## config.mk

```make
export PLATFORM = sky130hd
export DESIGN_NAME = skt_control
export DESIGN_NICKNAME = d
export VERILOG_FILES = /design/src/rtl/core/skt_pkg.sv /design/src/rtl/core/skt_control.sv
export VERILOG_INCLUDE_DIRS = /design/src /design/src/rtl/core
export SDC_FILE = /design/constraint.sdc
export NUM_CORES = 1
export LEC_CHECK = 0
export BUFFER_PORTS_ARGS = -buffer_cell sky130_fd_sc_hd__buf_4
export CORE_MARGIN = 2
export CORE_UTILIZATION = 30
export CTS_CLUSTER_DIAMETER = 40
export CTS_CLUSTER_SIZE = 20
export DETAILED_ROUTE_END_ITERATION = 8
export GPL_ROUTABILITY_DRIVEN = 0
export GPL_TIMING_DRIVEN = 0
export SLEW_MARGIN = 20
export SYNTH_ARGS = -nofsm -noshare
export SYNTH_HDL_FRONTEND = slang
export SYNTH_SLANG_ARGS = --single-unit
```

## constraint.sdc

```tcl
create_clock -name clk -period 1.47 [get_ports clk]
set_clock_uncertainty 0.05 [all_clocks]
set_input_delay 0 -clock clk [delete_from_list [all_inputs] [get_ports clk]]
set_output_delay 0 -clock clk [all_outputs]
set_load 0.05 [all_outputs]
```

## src/rtl/core/sorted_key_table_defines.svh

```systemverilog
// Assertion macros shared by the sorted key table modules.
// Depends on nothing; included by files that assert.
`ifndef SORTED_KEY_TABLE_DEFINES_SVH
`define SORTED_KEY_TABLE_DEFINES_SVH
// Implication checked on every clock edge outside reset.
`define SKT_ASSERT_IMP(label, ante, cons) \
  label: assert property (@(posedge clk) disable iff (rst) (ante) |-> (cons)) \
    else $error("assertion failed");
// Next-cycle implication checked outside reset.
`define SKT_ASSERT_NEXT(label, ante, cons) \
  label: assert property (@(posedge clk) disable iff (rst) (ante) |=> (cons)) \
    else $error("assertion failed");
`endif

```

## src/rtl/core/skt_pkg.sv

```systemverilog
// Package for the sorted key table: status codes, commands and sizes.
// Depends on nothing.
package skt_pkg;
  localparam int CAPACITY_DEF = 256;
  localparam int TEXT_BITS_DEF = 64;
  localparam int FIELD_TEXT = 64;

  localparam logic [2:0] ST_OK = 3'd0;
  localparam logic [2:0] ST_DUP = 3'd1;
  localparam logic [2:0] ST_MISSING = 3'd2;
  localparam logic [2:0] ST_FULL = 3'd3;
  localparam logic [2:0] ST_RANGE = 3'd4;

  localparam logic [1:0] KIND_INSERT = 2'd0;
  localparam logic [1:0] KIND_UPDATE = 2'd1;
  localparam logic [1:0] KIND_DELETE = 2'd2;
  localparam logic [1:0] KIND_READ = 2'd3;

  typedef struct packed {
    logic load;      // capture item, reset search bounds
    logic probe;     // read key at mid
    logic narrow;    // apply probe result to bounds
    logic check;     // read key at slot-1
    logic judge;     // form status
    logic step;      // one shift move
    logic commit;    // final write / count update
    logic rd;        // read entry at index
    logic finish;    // load result register
  } skt_cmd_t;

  typedef struct packed {
    logic search_done;
    logic shift_done;
    logic ok;
  } skt_sts_t;
endpackage

```

## src/rtl/core/skt_control.sv

```systemverilog
// Controller of the sorted key table: sequences search, shift and result.
// Depends on skt_pkg and sorted_key_table_defines.svh.
`include "sorted_key_table_defines.svh"
module skt_control (
  input  logic clk,
  input  logic rst,
  input  logic in_valid,
  output logic in_stall,
  output logic out_valid,
  input  logic out_stall,
  input  logic [1:0] kind,
  output skt_pkg::skt_cmd_t cmd,
  input  skt_pkg::skt_sts_t sts
);
  import skt_pkg::*;
  localparam logic [3:0] S_IDLE = 4'd0, S_PROBE = 4'd1, S_NARROW = 4'd2, S_CHECK = 4'd3,
    S_JUDGE = 4'd4, S_DECIDE = 4'd5, S_STEP = 4'd6, S_MOVE = 4'd7, S_COMMIT = 4'd8,
    S_READ = 4'd9, S_RWAIT = 4'd10, S_FIN = 4'd11;
  logic [3:0] state, state_next;
  logic [1:0] op;

  assign in_stall = (state != S_IDLE) || (out_valid && out_stall);

  always_comb begin
    cmd = '0;
    state_next = state;
    case (state)
      S_IDLE: if (in_valid && !in_stall) begin
        cmd.load = 1'b1;
        state_next = (kind == KIND_READ) ? S_READ : S_PROBE;
      end
      S_PROBE: if (sts.search_done) state_next = S_CHECK;
               else begin cmd.probe = 1'b1; state_next = S_NARROW; end
      S_NARROW: begin cmd.narrow = 1'b1; state_next = S_PROBE; end
      S_CHECK: begin cmd.check = 1'b1; state_next = S_JUDGE; end
      S_JUDGE: begin cmd.judge = 1'b1; state_next = S_DECIDE; end
      S_DECIDE: state_next = S_STEP;
      S_STEP: begin
        if (!sts.ok || op == KIND_UPDATE || sts.shift_done) state_next = S_COMMIT;
        else begin cmd.step = 1'b1; state_next = S_MOVE; end
      end
      S_MOVE: state_next = S_STEP;
      S_COMMIT: begin cmd.commit = 1'b1; state_next = S_FIN; end
      S_READ: state_next = S_RWAIT;
      S_RWAIT: begin cmd.rd = 1'b1; state_next = S_FIN; end
      S_FIN: begin cmd.finish = 1'b1; state_next = S_IDLE; end
      default: state_next = S_IDLE;
    endcase
  end

  always_ff @(posedge clk) begin
    if (rst) begin
      state <= S_IDLE; out_valid <= 1'b0;
    end else begin
      state <= state_next;
      if (cmd.load) op <= kind;
      if (cmd.finish) out_valid <= 1'b1;
      else if (!out_stall) out_valid <= 1'b0;
    end
  end

  `SKT_ASSERT_NEXT(a_fin, cmd.finish, out_valid)
  `SKT_ASSERT_IMP(a_busy, state != S_IDLE, in_stall)
  `SKT_ASSERT_IMP(a_onecmd, 1'b1, $onehot0({cmd.load, cmd.probe, cmd.narrow, cmd.commit}))
endmodule

```

==> impl_results.md, run 1 <==
- Total number of H-tree levels: 1
- Placed cells: 90
- Run status: finished, final reports clean
- Proportion of power drawn by the clock network: 0.235
- Number of buffers added by the clock tree synthesis step: 3
- Worst vdd rail ir drop: 501.2 µV
- Initial core utilization: 0.3115
- Post-Syn Area: 452.9 µm²
- Chip Height: 42.86 µm
- Count of nets left with antenna violations after detail routing: 0
- First-pass iteration count of the detailed router: 4
- Growth of design area from synthesis to finish: 69.06%
- Pin slew with the least headroom to its limit: 242.3 ps
- Library cell used as clock root buffer: sky130_fd_sc_hd__clkbuf_4
- Number of warning messages in the yosys log: 0
- FF+latch count, synth: 7
- Syn_nets: 64
- Register share of total power: 0.323
- Overall Global Routing Usage: 0.1317
- Number of standard cells in the layout, taps in and fillers out: 98
- Post-route DRC violation count: 0
- Routed wire length on met2: 595 µm
- Fmax: 710.3 MHz
- Unique cell type count in the Yosys netlist: 27
- Power per cell area: 949.3 nW/µm²
- Total of fill cells in the finished design: 140
- Total Die Area: 1837 µm²
- Shortest period the worst path allows: 1408 ps
- Proportion of total power due to net switching: 0.3717
- Part of the Yosys area used for sequential elements: 0.3536
- Placed Area: 655.6 µm²
- Internal portion of total power: 0.0004567 W
- Count of endpoints failing setup in the final report: 0
- Biggest cell delay along the critical path: 420 ps
- Finished Cell Area: 765.7 µm²
- Period utilization: 0.9577
- Length of routed met3 wiring: 73 µm
- Starting DRC count in detailed routing: 15
- # clock sinks: 7
- Number of antenna diodes: 0
- Final Hold Vio Count: 0
- IO Port Bufs: 19
- Power spent charging and discharging nets: 0.0002702 W
- Cells along the critical path: buf_4 -> nand2b_1 -> nor4_4 -> buf_6
- Vias per cell: 5.184
- Bufs on Longest Clock Path: 2
- RSZ-0062 raised after global routing: true
- Clock transition at path regs: 50 ps
- Routed length on met1: 546 µm
- Standby leakage power: 0.3482 nW
- CP max-delay cell: sky130_fd_sc_hd__dfxtp_1
- Global-route wire length before repair: 1890 µm
- Nets: 92
- Final slew viol count: 0
- Total half-perimeter wirelength after legalization and detailed placement: 843.1 µm
- Total I/O pin count: 20
- Required time worst endpoint: 1420 ps
- Via count of the first global-routing pass: 475
- Avg WL per Cell: 12.41 µm
- Synthesized area per cell: 8.235 µm²
- CTS tree: done
- WS Path Type: flip-flop to output pin
- Share of final-layout standard cells stronger than drive strength 1: 0.4878
- Critical path arrival: 1360 ps
- Count of vias placed by the detailed router: 508
- Tightest Hold Check Type: input pin to flip-flop
- Total global routing overflow: 0
- Largest fanout on the critical path: 10
- Total length of routed wires: 1216 µm
- Combinational cell fraction of total power: 0.442
- Top routing layer in use: met3
- Standard-cell row count: 14
- Antenna violations before repair: 0
- Max cap viols: 0
- Clock latency at the later pin of the worst-skew pair: 250 ps
- Element type at the critical path end: output pin
- Syn Inst Count: 55
- Worst-case headroom to the max-slew limit: 0.8372
- Die boundary width: 42.86 µm
- Largest net degree at the start of global routing: 11
- Crit path launch type: flip-flop
- Core Footprint: 1454 µm²
## registers in the layout, summed over array words and instances, names as in the netlist
signal     count
state          4
op             2
out_valid      1
## cells in the final DEF, fill, tap and decap left out, types with 2 or more instances in the layout
cell	count
sky130_fd_sc_hd__a21oi_1	4
sky130_fd_sc_hd__nand2b_1	5
sky130_fd_sc_hd__clkbuf_4	4
sky130_fd_sc_hd__dfxtp_4	2
sky130_fd_sc_hd__nor4_4	2
sky130_fd_sc_hd__buf_4	19
sky130_fd_sc_hd__nor2_1	5
sky130_fd_sc_hd__dfxtp_2	2
sky130_fd_sc_hd__nor2b_1	2
sky130_fd_sc_hd__dlygate4sd3_1	3
sky130_fd_sc_hd__nand2_1	6
sky130_fd_sc_hd__a211o_1	2
sky130_fd_sc_hd__edfxtp_1	2
sky130_fd_sc_hd__buf_6	3
sky130_fd_sc_hd__nor3_2	3
## metrics by stage
| step | setup TNS, ps | power [W] | setup WS, ps | hold slack [ps] | utilization |
|---|---|---|---|---|---|
| detailed placement | -165.7 | 0.0005168 | -82.87 | 137.0 | 0.4509 |
| finish | 0 | 0.0007269 | 62.15 | 45.25 | 0.5267 |
| global route | -14.79 | 0.0007665 | -14.79 | 46.69 | 0.5267 |
| global placement | -43.28 | 0.0005125 | -21.64 | 135.0 | 0.4509 |
| CTS | 0 | 0.0007273 | 4.585 | 26.73 | 0.5120 |
| floorplan | -187.6 | 0.0004391 | -70.07 | 11.65 | - |
## cell type report
class                      instances  area (µm²)  area share
clock buffer                       4       26.28     0.03431
buffer                             4       41.29     0.05392
inverter                           1       3.754    0.004902
sequential                         7       170.2      0.2222
tap                               16       20.02     0.02614
timing repair buffer              23       187.7      0.2451
multi-input combinational         43       316.6      0.4134
## metal layers
layer,GRT usage,vias to the layer above
met2,0.2121,16
met5,0,-
met4,0.03750,0
met3,0.03830,0
li1,-,255
met1,0.1693,237
## kinds of logic after synthesis
family	after synthesis	synth area share
and+or+nand+nor	29	0.3536
AOI/OAI and AO/OA	14	0.2293
DFF	7	0.3536
buffers and inverters	5	0.06352
## power by group through the flow
stage	logic [W]	clock network [W]	registers, W
after global routing	0.000339	0.000192	0.000236
after floorplan	0.000210	0	0.000229
after detailed placement	0.000285	0	0.000232
after global placement	0.000282	0	0.000231
after CTS	0.000313	0.000180	0.000234
final	0.000321	0.000171	0.000235
## Yosys cell counts
cell / instances / area share
sky130_fd_sc_hd__and3_1: 1 / 0.014
sky130_fd_sc_hd__buf_2: 2 / 0.022
sky130_fd_sc_hd__a211o_1: 2 / 0.039
sky130_fd_sc_hd__a31oi_1: 1 / 0.014
sky130_fd_sc_hd__o22a_1: 1 / 0.019
sky130_fd_sc_hd__nor4b_1: 1 / 0.019
sky130_fd_sc_hd__buf_4: 2 / 0.033
sky130_fd_sc_hd__edfxtp_1: 2 / 0.13
sky130_fd_sc_hd__nand3b_1: 1 / 0.017
sky130_fd_sc_hd__inv_1: 1 / 0.0083
sky130_fd_sc_hd__nand2_1: 6 / 0.050
sky130_fd_sc_hd__nor4_2: 1 / 0.028
sky130_fd_sc_hd__nor4_1: 1 / 0.014
sky130_fd_sc_hd__a21boi_1: 1 / 0.017
sky130_fd_sc_hd__a221o_1: 1 / 0.022
sky130_fd_sc_hd__o32a_1: 1 / 0.022
sky130_fd_sc_hd__nor2_1: 5 / 0.041
sky130_fd_sc_hd__nor2b_1: 3 / 0.041
sky130_fd_sc_hd__dfxtp_1: 5 / 0.22
sky130_fd_sc_hd__nand2b_1: 5 / 0.069
sky130_fd_sc_hd__o21ai_0: 1 / 0.011
sky130_fd_sc_hd__nor3_1: 3 / 0.033
sky130_fd_sc_hd__a21bo_2: 1 / 0.022
sky130_fd_sc_hd__a2bb2oi_1: 1 / 0.019
sky130_fd_sc_hd__and2b_1: 1 / 0.017
sky130_fd_sc_hd__a21oi_1: 4 / 0.044
sky130_fd_sc_hd__nand3_1: 1 / 0.011
## worst max-delay path: cells and delay by family (launching register included)
family | cells | cell delay (ps)
buffers and inverters | 2 | 410
DFF | 1 | 420
and+or+nand+nor | 2 | 280
## worst paths after layout
path | from | end | slack, ps | cells after the start
max reg2reg | state[0] | op[1] | 60 | 3
min | out_stall | out_valid | 50 | 3
max | state[0] | cmd[7] | 60 | 4
min reg2reg | state[1] | state[2] | 490 | 2
## timing repair
action	in CTS	in global routing
endpoints found under the hold margin	4	0
buffers inserted	1	0
gates resized for setup	7	7
hold buffers	3	0
setup endpoints to repair	4	4
(Power assumes the default switching activity.)
==> inputs of run 2 (changes only) <==
- CORE_MARGIN: 2 -> 4
- clock period: 1.47 -> 1.7 ns (I/O delays scaled with it)
==> run 2 against run 1 <==
Cell area is 10% lower. Critical path depth increased by 1. Total power decreased by 18%. Clock power is 9% lower. Clock-buffer cell count unchanged. Register-to-register slack better by 160 ps. First-iteration DRC count is 27% higher. Core utilization down 2.2 points. Sequential power decreased by 16%. Critical endpoint is now cmd[3]. Largest cell class unchanged.
==> impl_results.md, run 2 (synthesis gave the netlist of run 1 again) <==
- Bufs on Longest Clock Path: 2 (unchanged)
- Finished Cell Area: 689.4 µm² (-10%)
- Number of flip-flops under the largest register name: 4 (unchanged)
- Standby leakage power: 0.3257 nW (-6.4%)
- Library cell used as clock root buffer: sky130_fd_sc_hd__clkbuf_4
- Max cap viols: 0 (unchanged)
- Final slew viol count: 0 (unchanged)
- CTS tree: done
- Vias per cell: 4.938 (-4.7%)
- Shortest period the worst path allows: 1528 ps
- Worst r2r path cells: 3 (unchanged)
- Post-route DRC violation count: 0 (unchanged)
- # clock sinks: 7 (unchanged)
- Global-route wire length before repair: 1918 µm (+1.5%)
- Standard-cell row count: 13 (-1)
- Largest registers ranked by flip-flop count: state (4), op (2), out_valid (1)
- Setup Slack @ Placement: 216.1 ps (+299.0 ps)
- Growth of design area from synthesis to finish: 52.21%
- Clock latency at the later pin of the worst-skew pair: 250 ps (about the same)
- Required time worst endpoint: 1650 ps (+230 ps)
- Worst vdd rail ir drop: 489.5 µV (-2.3%)
- Pin slew with the least headroom to its limit: 358.8 ps (+116.5 ps)
- Total number of H-tree levels: 1 (unchanged)
- Quantity of gates resized following cts: 0 (-7)
- Period utilization: 0.8990
- Largest fanout on the critical path: 10 (unchanged)
- Commonest cells after routing, fill and taps aside: 21 x sky130_fd_sc_hd__buf_4, 6 x sky130_fd_sc_hd__nand2_1, 5 x sky130_fd_sc_hd__nand2b_1, 5 x sky130_fd_sc_hd__nor2_1, 5 x sky130_fd_sc_hd__dfxtp_1
- Fmax: 654.4 MHz
- Total global routing overflow: 0 (unchanged)
- Setup slack on the worst flop-to-flop path: 220 ps (+160 ps)
- Critical path arrival: 1480 ps (+120 ps)
- Placed Area: 633.1 µm² (-3.4%)
- Count of endpoints failing setup in the final report: 0 (unchanged)
- Total half-perimeter wirelength after legalization and detailed placement: 869.9 µm (+3.2%)
- Final Hold Vio Count: 0 (unchanged)
- Area taken by flip-flops and latches: 160.2 µm² (-5.9%)
- RSZ-0062 raised after global routing: false
- First-pass iteration count of the detailed router: 4 (unchanged)
- Total of fill cells in the finished design: 140 (unchanged)
- Initial core utilization: 0.3315 (+0.01997)
- Element type at the critical path end: output pin
- Avg WL per Cell: 12.03 µm (-3.0%)
- Clock transition at path regs: 50 ps (about the same)
- Total Die Area: 2195 µm² (+20%)
- Run status: finished, final reports clean
- Area used by multi-input combinational logic: 282.8 µm² (-11%)
- Origin of the critical flop-to-flop path: state[0]
- Crit path launch type: flip-flop
- Total I/O pin count: 20 (unchanged)
- WS Path Type: flip-flop to output pin
- Final total negative setup slack: 0 ps (unchanged)
- Hold path endpoint: out_valid
- Count of nets left with antenna violations after detail routing: 0 (unchanged)
- Worst-case headroom to the max-slew limit: 0.7588 (-0.07844)
- Overall Global Routing Usage: 0.1206 (-0.01107)
- Antenna violations before repair: 0 (unchanged)
- Starting DRC count in detailed routing: 19 (+4)
- Number of buffers added by the clock tree synthesis step: 3 (unchanged)
- Chip Height: 46.86 µm (+9.3%)
- Total length of routed wires: 1155 µm (-5.0%)
- Crit Reg-Reg Endpoint: op[1]
- Core Footprint: 1366 µm² (-6.0%)
- Largest net degree at the start of global routing: 11 (unchanged)
- IO Port Bufs: 19 (unchanged)
- Most common library cell in the layout ignoring fill and taps: sky130_fd_sc_hd__buf_4
- Number of antenna diodes: 0 (unchanged)
- Via count of the first global-routing pass: 416 (-12%)
- Nets: 91 (-1.1%)
- Final setup margin: 171.8 ps (+109.6 ps)
- Tightest Hold Check Type: input pin to flip-flop
- Cell count of the worst hold path: 3 (unchanged)
- Power per cell area: 859.9 nW/µm² (-9.4%)
- Beginning of the worst hold path: out_stall
- Share of final-layout standard cells stronger than drive strength 1: 0.3951 (-0.09274)
- Count of vias placed by the detailed router: 474 (-6.7%)
- Die boundary width: 46.86 µm (+9.3%)
- Top register by number of flip-flops: state
==> run 2: cell types whose count changed in the layout (fill, tap and decap cells not counted), sizes merged <==
cell / previous run / this run
clkbuf: 5 / 4
==> run 2: layout make-up <==
class | count | area share
multi-input combinational | 43 | 0.4102
timing repair buffer | 22 | 0.2505
sequential | 7 | 0.2323
clock buffer | 4 | 0.03811
buffer | 4 | 0.03630
tap | 15 | 0.02722
inverter | 1 | 0.005445
==> run 2: worst max path at each step <==
stage / startpoint / endpoint / slack, ps / cells after the start
final: state[2] / cmd[3] / 170 / 5
after global routing: state[2] / cmd[3] / 60 / 5
after CTS: state[2] / cmd[3] / 160 / 5
after detailed placement: state[0] / op[1] / 220 / 3
after global placement: state[0] / op[0] / 220 / 3
after floorplan: out_valid / op[0] / 60 / 3
==> run 2: per-layer routing <==
layer	GRT usage	vias up	routed length, µm	share of wire
met5	0	-	0	0
met4	0.04972	0	12	0.010
met2	0.1680	15	479	0.41
li1	-	250	-	-
met3	0.02299	2	100	0.087
met1	0.1797	207	562	0.49
==> run 2: critical path, stage by stage (launching register included) <==
cell	delay [ps]
sky130_fd_sc_hd__dfxtp_1	400
sky130_fd_sc_hd__buf_4	200
sky130_fd_sc_hd__nand2_1	80
sky130_fd_sc_hd__nor3_1	180
sky130_fd_sc_hd__nor2b_1	160
sky130_fd_sc_hd__buf_4	210
==> run 2: repair_timing <==
action,4_1_cts,5_1_grt
setup buffers,0,0
hold buffers,3,0
endpoints found under the hold margin,4,0
==> run 2: per-stage QoR <==
stage	power, W	hold slack [ps]	utilization	cells
after detailed placement	0.0004378	134.5	0.4634	89
after global routing	0.0006306	53.77	0.5046	96
after floorplan	0.0003710	19.07	-	55
final	0.0005928	29.13	0.5046	96
after global placement	0.0004355	139.6	0.4634	89
after CTS	0.0005972	26.99	0.5046	96
==> run 2: power by group <==
group | total [W] | switching, W | internal [W] | leakage [nW]
combinational | 0.000241 | 0.000147 | 0.0000945 | 0.251
clock | 0.000155 | 0.0000651 | 0.0000898 | 0.0150
sequential | 0.000197 | 0.0000118 | 0.000185 | 0.0593
==> inputs of run 3 (changes only) <==
- ABC_AREA: default -> 1
==> run 3 against run 2 <==
Via count increased by 13%. Critical endpoint is now cmd[8]. Global-route usage is 0.69 points lower. Non-clock buffer count decreased by 4. Routed wire length is 5.5% lower. First-iteration DRC count fell by 47%. Sequential share of layout area increased by 0.13 points. Worst hold slack better by 19 ps. Largest cell class unchanged.
==> impl_results.md, run 3 <==
- Via count of the first global-routing pass: 470 (+13%)
- Global-route wire length before repair: 1780 µm (-7.2%)
- Post-route DRC violation count: 0 (unchanged)
- Fmax: 712.5 MHz (+8.9%)
- Number of flip-flops under the largest register name: 4 (unchanged)
- # clock sinks: 7 (unchanged)
- RSZ-0062 raised after global routing: false
- Largest registers ranked by flip-flop count: state (4), op (2), out_valid (1)
- Run status: finished, final reports clean
- Cells along the critical path: nor2_2 -> nand2_1 -> inv_1 -> nand3_1 -> inv_1 -> buf_4
- Share of synthesized registers carrying an async set or reset: 0 (unchanged)
- Syn_nets: 89 (+39%)
- Cell count of the worst hold path: 3 (unchanged)
- IO Port Bufs: 19 (unchanged)
- Antenna violations before repair: 0 (unchanged)
- Total number of H-tree levels: 1 (unchanged)
- Worst r2r path cells: 5 (+2)
- Crit Reg-Reg Endpoint: op[0]
- Critical path arrival: 1350 ps (-130 ps)
- Biggest cell delay along the critical path: 360 ps (-40 ps)
- Required time worst endpoint: 1650 ps (about the same)
- Total global routing overflow: 0 (unchanged)
- Total of fill cells in the finished design: 157 (+12%)
- FF+latch count, synth: 7 (unchanged)
- Total Die Area: 2256 µm² (+2.8%)
- Final Core Density: 0.4959 (-0.008651)
- Clock latency at the later pin of the worst-skew pair: 240 ps (about the same)
- Power per cell area: 908.9 nW/µm² (+5.7%)
- Area fraction of the dominant cell type after synthesis: 0.2139 (-0.007091)
- Post-Syn Area: 467.9 µm² (+3.3%)
- Number of buffers added by the clock tree synthesis step: 3 (unchanged)
- Total I/O pin count: 20 (unchanged)
- Shortest period the worst path allows: 1404 ps (-124.7 ps)
- Die boundary width: 47.50 µm (+1.4%)
- Number of antenna diodes: 0 (unchanged)
- Leading area contributor after synthesis: sky130_fd_sc_hd__dfxtp_1
- Core Footprint: 1383 µm² (+1.2%)
- Hold path endpoint: out_valid
- First-pass iteration count of the detailed router: 4 (unchanged)
- Final Hold Vio Count: 0 (unchanged)
- Most frequent cells after synthesis: 21 x sky130_fd_sc_hd__inv_1, 21 x sky130_fd_sc_hd__nand2_1, 13 x sky130_fd_sc_hd__nor2_1
- Count of nets left with antenna violations after detail routing: 0 (unchanged)
- Largest net degree at the start of global routing: 7 (-4)
- Setup slack on the worst flop-to-flop path: 310 ps (+90 ps)
- Count of endpoints failing setup in the final report: 0 (unchanged)
- Chip Height: 47.50 µm (+1.4%)
- Share of final-layout standard cells stronger than drive strength 1: 0.2830 (-0.1120)
- Standard-cell row count: 13 (unchanged)
- Beginning of the worst hold path: out_stall
- Vias per cell: 4.413 (-11%)
- Pin slew with the least headroom to its limit: 234.9 ps (-123.9 ps)
- Bufs on Longest Clock Path: 2 (unchanged)
- Final total negative setup slack: 0 ps (unchanged)
- Final slew viol count: 0 (unchanged)
- CP max-delay cell: sky130_fd_sc_hd__dfxtp_1
- Initial core utilization: 0.3385 (+0.006960)
- Library cell used as clock root buffer: sky130_fd_sc_hd__clkbuf_4
- WS Path Type: flip-flop to output pin
- Synthesized area per cell: 5.849 µm² (-29%)
- Max cap viols: 0 (unchanged)
- Unique cell type count in the Yosys netlist: 13 (-52%)
- Standby leakage power: 0.4388 nW (+35%)
- Number of warning messages in the yosys log: 0 (unchanged)
- Tightest Hold Check Type: input pin to flip-flop
- Avg WL per Cell: 9.017 µm (-25%)
- Area taken by flip-flops and latches: 160.2 µm² (unchanged)
- Commonest cells after routing, fill and taps aside: 21 x sky130_fd_sc_hd__inv_1, 21 x sky130_fd_sc_hd__nand2_1, 19 x sky130_fd_sc_hd__buf_4
- Leading cell types by total area after synthesis: sky130_fd_sc_hd__dfxtp_1 21%, sky130_fd_sc_hd__inv_1 17%, sky130_fd_sc_hd__nand2_1 17%
- Number of synthesized flops with an enable pin: 2 (unchanged)
- Primary flip-flop cell chosen by synthesis mapping: sky130_fd_sc_hd__dfxtp_1
- Growth of design area from synthesis to finish: 46.52%
- Part of the Yosys area used for sequential elements: 0.3422 (-0.01135)
- Element type at the critical path end: output pin
- Count of vias placed by the detailed router: 534 (+13%)
- Overall Global Routing Usage: 0.1138 (-0.006864)
- Period utilization: 0.8256 (-0.07336)
- Most frequent CP cell: sky130_fd_sc_hd__inv_1
- Top register by number of flip-flops: state
- Starting DRC count in detailed routing: 10 (-9)
- Worst-case headroom to the max-slew limit: 0.8432 (+0.08445)
- Total length of routed wires: 1091 µm (-5.5%)
- Clock transition at path regs: 50 ps (about the same)
- Largest fanout on the critical path: 6 (-4)
- Origin of the critical flop-to-flop path: state[2]
- Area used by multi-input combinational logic: 225.2 µm² (-20%)
- Crit path launch type: flip-flop
- Worst vdd rail ir drop: 405.0 µV (-17%)
- Nets: 116 (+27%)
- Total half-perimeter wirelength after legalization and detailed placement: 911.9 µm (+4.8%)
- Syn Inst Count: 80 (+45%)
- CTS tree: done
==> run 3: cell count changes in the layout (fill, tap and decap cells not counted), sizes merged, moves of 4 or more <==
cell,change
buf,-4
inv,+21
nand2,+19
nand2b,-5
nand3,+4
nor2,+11
==> run 3: worst max-delay path by stage <==
stage / startpoint / to / slack [ps]
after floorplan: state[3] / cmd[7] / 370
after CTS: state[3] / cmd[8] / 280
after global placement: state[3] / op[1] / 330
final: state[2] / cmd[8] / 300
after detailed placement: state[3] / op[1] / 320
after global routing: state[3] / cmd[8] / 160
==> run 3: area by class of cell <==
class,count,share of cell area
Tap cell,15,0.02737
Inverter,22,0.1204
Timing Repair Buffer,22,0.2518
Clock buffer,4,0.03832
Sequential cell,7,0.2336
Multi-Input combinational cell,51,0.3285
==> run 3: cell families (layout without fill, tap and decap cells) <==
logic type,count (synthesis),count (layout),synth area share
buffers and inverters,22,48,0.1765
DFF,7,7,0.3423
AOI/OAI and AO/OA,3,3,0.03208
and+or+nand+nor,48,48,0.4492
==> run 3: per-stage QoR <==
step	cell area [µm²]	setup WS [ps]	power, W	std cells	hold WS [ps]
final	685.7	296.5	0.0006232	121	48.10
after CTS	685.7	282.2	0.0006340	121	45.30
after floorplan	467.9	368.7	0.0004005	80	19.07
after global placement	629.4	333.4	0.0004778	114	137.9
after detailed placement	629.4	324.3	0.0004792	114	138.4
after global routing	685.7	156.2	0.0006700	121	56.91
==> run 3: routing by layer <==
layer | vias to the layer above | GRT usage | share of wire
met5 | - | 0 | 0
met4 | 0 | 0.08287 | 0.012
met3 | 2 | 0.02256 | 0.075
met2 | 15 | 0.1791 | 0.46
met1 | 228 | 0.1364 | 0.45
li1 | 289 | - | -
==> run 3: critical path: cells and delay by family (launching register included) <==
family | cells | cell delay [ps]
buf+inv | 3 | 320
simple gates | 3 | 420
flops | 1 | 360
==> run 3: repair_timing <==
| item | in CTS | in global routing |
|---|---|---|
| hold endpoints to repair | 5 | 0 |
| buffers inserted | 0 | 0 |
| gates resized for setup | 0 | 0 |
| hold buffers | 3 | 0 |
==> run 3: where the power goes <==
part           switching, W  internal, W
clock network     0.0000537    0.0000891
logic              0.000180    0.0000890
registers         0.0000216     0.000189
total              0.000256     0.000367
